`config.mk`:
```
export PLATFORM = sky130hd
export DESIGN_NAME = ibmp_ctrl
export DESIGN_NICKNAME = d
export VERILOG_FILES = /design/src/ibmp_pkg.sv /design/src/ibmp_ctrl.sv
export SDC_FILE = /design/constraint.sdc
export NUM_CORES = 1
export LEC_CHECK = 0
export BUFFER_PORTS_ARGS = -buffer_cell sky130_fd_sc_hd__clkbuf_2
export CAP_MARGIN = 10
export CORE_AREA = 2 2 39 41
export CTS_BUF_LIST = sky130_fd_sc_hd__clkbuf_4 sky130_fd_sc_hd__clkbuf_8 sky130_fd_sc_hd__clkbuf_16
export DETAILED_ROUTE_END_ITERATION = 16
export DIE_AREA = 0 0 41 43
export SLEW_MARGIN = 20
export SYNTH_ARGS = -nofsm -noshare
export SYNTH_HDL_FRONTEND = slang
export SYNTH_SLANG_ARGS = --single-unit
```
`constraint.sdc`:
```
create_clock -name clk -period 1.4 [get_ports clk]
set_clock_uncertainty 0.05 [all_clocks]
set_input_delay 0.35 -clock clk [delete_from_list [all_inputs] [get_ports clk]]
set_output_delay 0.35 -clock clk [all_outputs]
set_load 0.02 [all_outputs]
```
`src/ibmp_pkg.sv`:
```
// Package for the interleaved block memory port.
// Holds the transfer types, action and opcode codes, and the control structs.
// Has no dependencies.
`timescale 1ns / 1ps

package ibmp_pkg;

	localparam int MEM_ADDR_BITS = 20;
	localparam int CHUNK_LOG2    = 6;
	localparam int CHUNK_BYTES   = 1 << CHUNK_LOG2;
	localparam int BLOCK_LOG2    = CHUNK_LOG2 + 1;
	localparam int CTR_BITS      = 32;
	localparam int MIN_CMD_LEN   = 8;

	localparam logic [2:0] ACT_COMMAND    = 3'd0;
	localparam logic [2:0] ACT_WRITE_EVEN = 3'd1;
	localparam logic [2:0] ACT_WRITE_ODD  = 3'd2;
	localparam logic [2:0] ACT_READ_EVEN  = 3'd3;
	localparam logic [2:0] ACT_READ_ODD   = 3'd4;

	localparam logic [7:0] OP_A = 8'h0D;
	localparam logic [7:0] OP_B = 8'h10;
	localparam logic [7:0] OP_C = 8'h0C;
	localparam logic [7:0] OP_D = 8'h11;

	localparam logic [7:0] ERASED_BYTE = 8'hFF;

	typedef struct packed {
		logic [2:0]  action;
		logic [7:0]  opcode;
		logic [31:0] start_address;
		logic [7:0]  command_length;
		logic [7:0]  write_byte;
		logic        packet_end;
	} req_item_t;

	typedef struct packed {
		logic [7:0] read_byte;
		logic       out_of_range;
		logic       response_end;
	} rsp_item_t;

	typedef struct packed {
		logic accept;
		logic clear_step;
		logic load_out;
	} ctrl_cmd_t;

	typedef struct packed {
		logic clear_done;
		logic req_is_read;
		logic out_free;
	} ctrl_sts_t;

endpackage

```
`src/ibmp_ctrl.sv`:
```
// Controller for the interleaved block memory port: clear pass, run, read wait.
// Depends on ibmp_pkg.
`timescale 1ns / 1ps

module ibmp_ctrl (
	input  logic                clk,
	input  logic                arst_n,
	input  logic                req_valid,
	output logic                req_ready,
	input  ibmp_pkg::ctrl_sts_t sts,
	output ibmp_pkg::ctrl_cmd_t cmd
);

	localparam logic [1:0] ST_CLEAR = 2'd0;
	localparam logic [1:0] ST_RUN   = 2'd1;
	localparam logic [1:0] ST_READ  = 2'd2;

	logic [1:0] state_q;
	logic [1:0] state_d;

	always_comb begin
		state_d        = state_q;
		req_ready      = 1'b0;
		cmd.accept     = 1'b0;
		cmd.clear_step = 1'b0;
		cmd.load_out   = 1'b0;
		case (state_q)
			ST_CLEAR: begin
				cmd.clear_step = 1'b1;
				if (sts.clear_done) begin
					state_d = ST_RUN;
				end
			end
			ST_RUN: begin
				req_ready  = 1'b1;
				cmd.accept = req_valid;
				if (req_valid && sts.req_is_read) begin
					state_d = ST_READ;
				end
			end
			ST_READ: begin
				cmd.load_out = sts.out_free;
				if (sts.out_free) begin
					state_d = ST_RUN;
				end
			end
			default: begin
				state_d = ST_CLEAR;
			end
		endcase
	end

	always_ff @(posedge clk or negedge arst_n) begin
		if (!arst_n) begin
			state_q <= ST_CLEAR;
		end else begin
			state_q <= state_d;
		end
	end

endmodule

```
==> results.cfg <==
[critical_path]
cp.buffers_inverters = 1
crit_required_ns = 1.00
endpoint_kind = output pin
ff2ff_setup_slack_ns = 0.28
critPathMaxStageDelay_ns = 0.43
worst_path_dominant_cell_family = flip-flops
cpMaxStageDelayCell = dfrtp_2
cp-start-kind = flop
worstSetupPathType = reg2out
crit_fanout = 4
arrival_ns = 1.02
path_cells = nor2b_4 > and2_4 > buf_8

[cts]
cts_tree = built
cts_buffers = 3
cts.sinks = 2
clockBufferDepth = 2
htree_levels = 1
path_clk_slew_ns = 0.03
root_buffer = clkbuf_4
clk_latency_ns = 0.22

[synth]
synth_area_leader_cell = dfrtp_1
synth_area_leaders = dfrtp_1 45%, o21bai_1 13%, mux2_2 10%
synthFlopType = dfrtp_1
syn_avg_cell_area_sq_um = 10.1
synth.cell_area_sq_um = 111
netlist_top_cells_count = 2 x dfrtp_1, 2 x nor2_1, 2 x o21bai_1
syn_nets = 17
yosysTopAreaCellShare_pct = 44.9
synthArstFlopShare_pct = 100
ys_ff_latch = 2
ys.warnings.count = 0
ys_types = 8
synth_edf_count = 0
postSynthCellCount = 11
synth.yosys.seq_area_share_pct = 44.9

[routing]
postRouteAntennaNets = 0
drt_iter0_markers = 3
wl_per_cell_um = 8.67
vias = 138
viasPerCell = 3.29
first_pass_iters = 2
drc = 0
routed_wirelength_um = 364

[placement]
io_buffers = 9
dp_slack_ns = 0.128
finalWeightedCongestion = 0.557

[cells_and_area]
largest_reg_flops = 2
nets = 34
largest-register = state_q
nFillCells = 151
syn_to_final_growth_pct = 133
reg.largest.list = state_q: 2 flops
diodes = 0
drive_gt1_share_pct = 73.1

[worst_hold_path]
hp-class = in2async

[flow_run]
drv_cap = 0

[timing]
setup_viol = 2
report.final.slew_viol_count = 0
setup_slack_ns = -0.0172
tns_ns = -0.0258
hold_ws_ns = 0.395
worst_pin_slew_ns = 0.139
period_minus_slack_ns = 1.42
rsz0062_at_grt = yes
fmax_mhz = 706
post-route-period-util_pct = 101
slew-limit-headroom_pct = 90.7
hold_viol = 0

[status]
violations = negative setup slack
status = finished, violations left

[global_routing]
grt_pass1_wl_um = 552
overflow = 0
track_usage_pct = 5.32
grt_max_degree = 5
antenna_found_initial = 0
grt_pass1_vias = 150

[floorplan]
row_count = 14
core_sq_um = 1380
io_pins = 10
die_area_sq_um = 1760
die_w_um = 41
die_h_um = 43
initial_utilization_pct = 8.05

[power_and_ir_drop]
power.density_nw_per_um2 = 1710
power_leakage_uw = 0.000135
peakVddDrop_uv = 551
==> through the flow <==
stage	power (uW)	util [%]	instance area [sq um]	instances
3_5_place_dp	242	12.9	179	36
4_1_cts	447	18.4	255	42
2_1_floorplan	190	-	114	11
3_3_place_gp	237	12.9	179	36
6_report	444	18.7	259	42
5_1_grt	487	18.7	259	42
==> area by class of cell <==
cell class	count	area [sq um]	share of cell area, %
repair buffers	12	92.6	35.7
well taps	16	20.0	7.73
clock buffers	3	22.5	8.70
flip-flops and latches	2	51.3	19.8
multi-input cells	9	72.6	28.0
==> final timing paths <==
kind                         endpoint  cells past startpoint        from
min in group clk           state_q[0]                      3      sts[2]
hold / removal             state_q[0]                      2      arst_n
setup reg to reg           state_q[1]                      3  state_q[0]
setup / recovery               cmd[2]                      3  state_q[1]
max in group asynchronous  state_q[1]                      2      arst_n
hold reg to reg            state_q[1]                      2  state_q[1]
==> metal layers <==
| metal | GRT usage (%) | vias to the layer above | part of all wire [%] |
|---|---|---|---|
| met2 | 6.56 | 10 | 41 |
| met1 | 5.45 | 59 | 45 |
| met4 | 8.00 | 0 | 0 |
| li1 | - | 69 | - |
| met5 | 0 | - | 0 |
| met3 | 1.57 | 0 | 14 |
==> placed cells by master, fill, tap and decap left out <==
master and instances:
nor2b_4 1, nor2_1 2, mux2_2 1, dfrtp_1 1
buf_4 3, and2_4 1, buf_8 2, and3_1 1
and3b_2 1, clkbuf_4 3, clkbuf_2 6, o21bai_1 2
dlygate4sd3_1 1, dfrtp_2 1
==> cell families (layout without fill, tap and decap cells) <==
logic type / Yosys count / after routing / synth area share (%)
AO/OA/AOI/OAI: 2 / 2 / 13.5
buffers and inverters: 0 / 15 / 0
flip-flops: 2 / 2 / 44.9
multiplexers: 1 / 1 / 10.1
AND/OR/NAND/NOR: 6 / 6 / 31.5
==> where the power goes <==
group | leakage [uW] | internal (uW) | switching, uW
Sequential | 0.0000231 | 76.5 | 18.4
Clock | 0.0000138 | 94.5 | 32.2
Combinational | 0.0000980 | 124 | 98.6
==> timing repair <==
item / 4_1_cts / 5_1_grt
pin swaps: 1 / 1
endpoints found under the setup margin: 2 / 3
endpoints found under the hold margin: 2 / 0
hold buffers: 1 / 0
cloned: 0 / 0
resized for setup: 8 / 4
setup buffers: 2 / 0
Power figures use the tool's default switching activity.
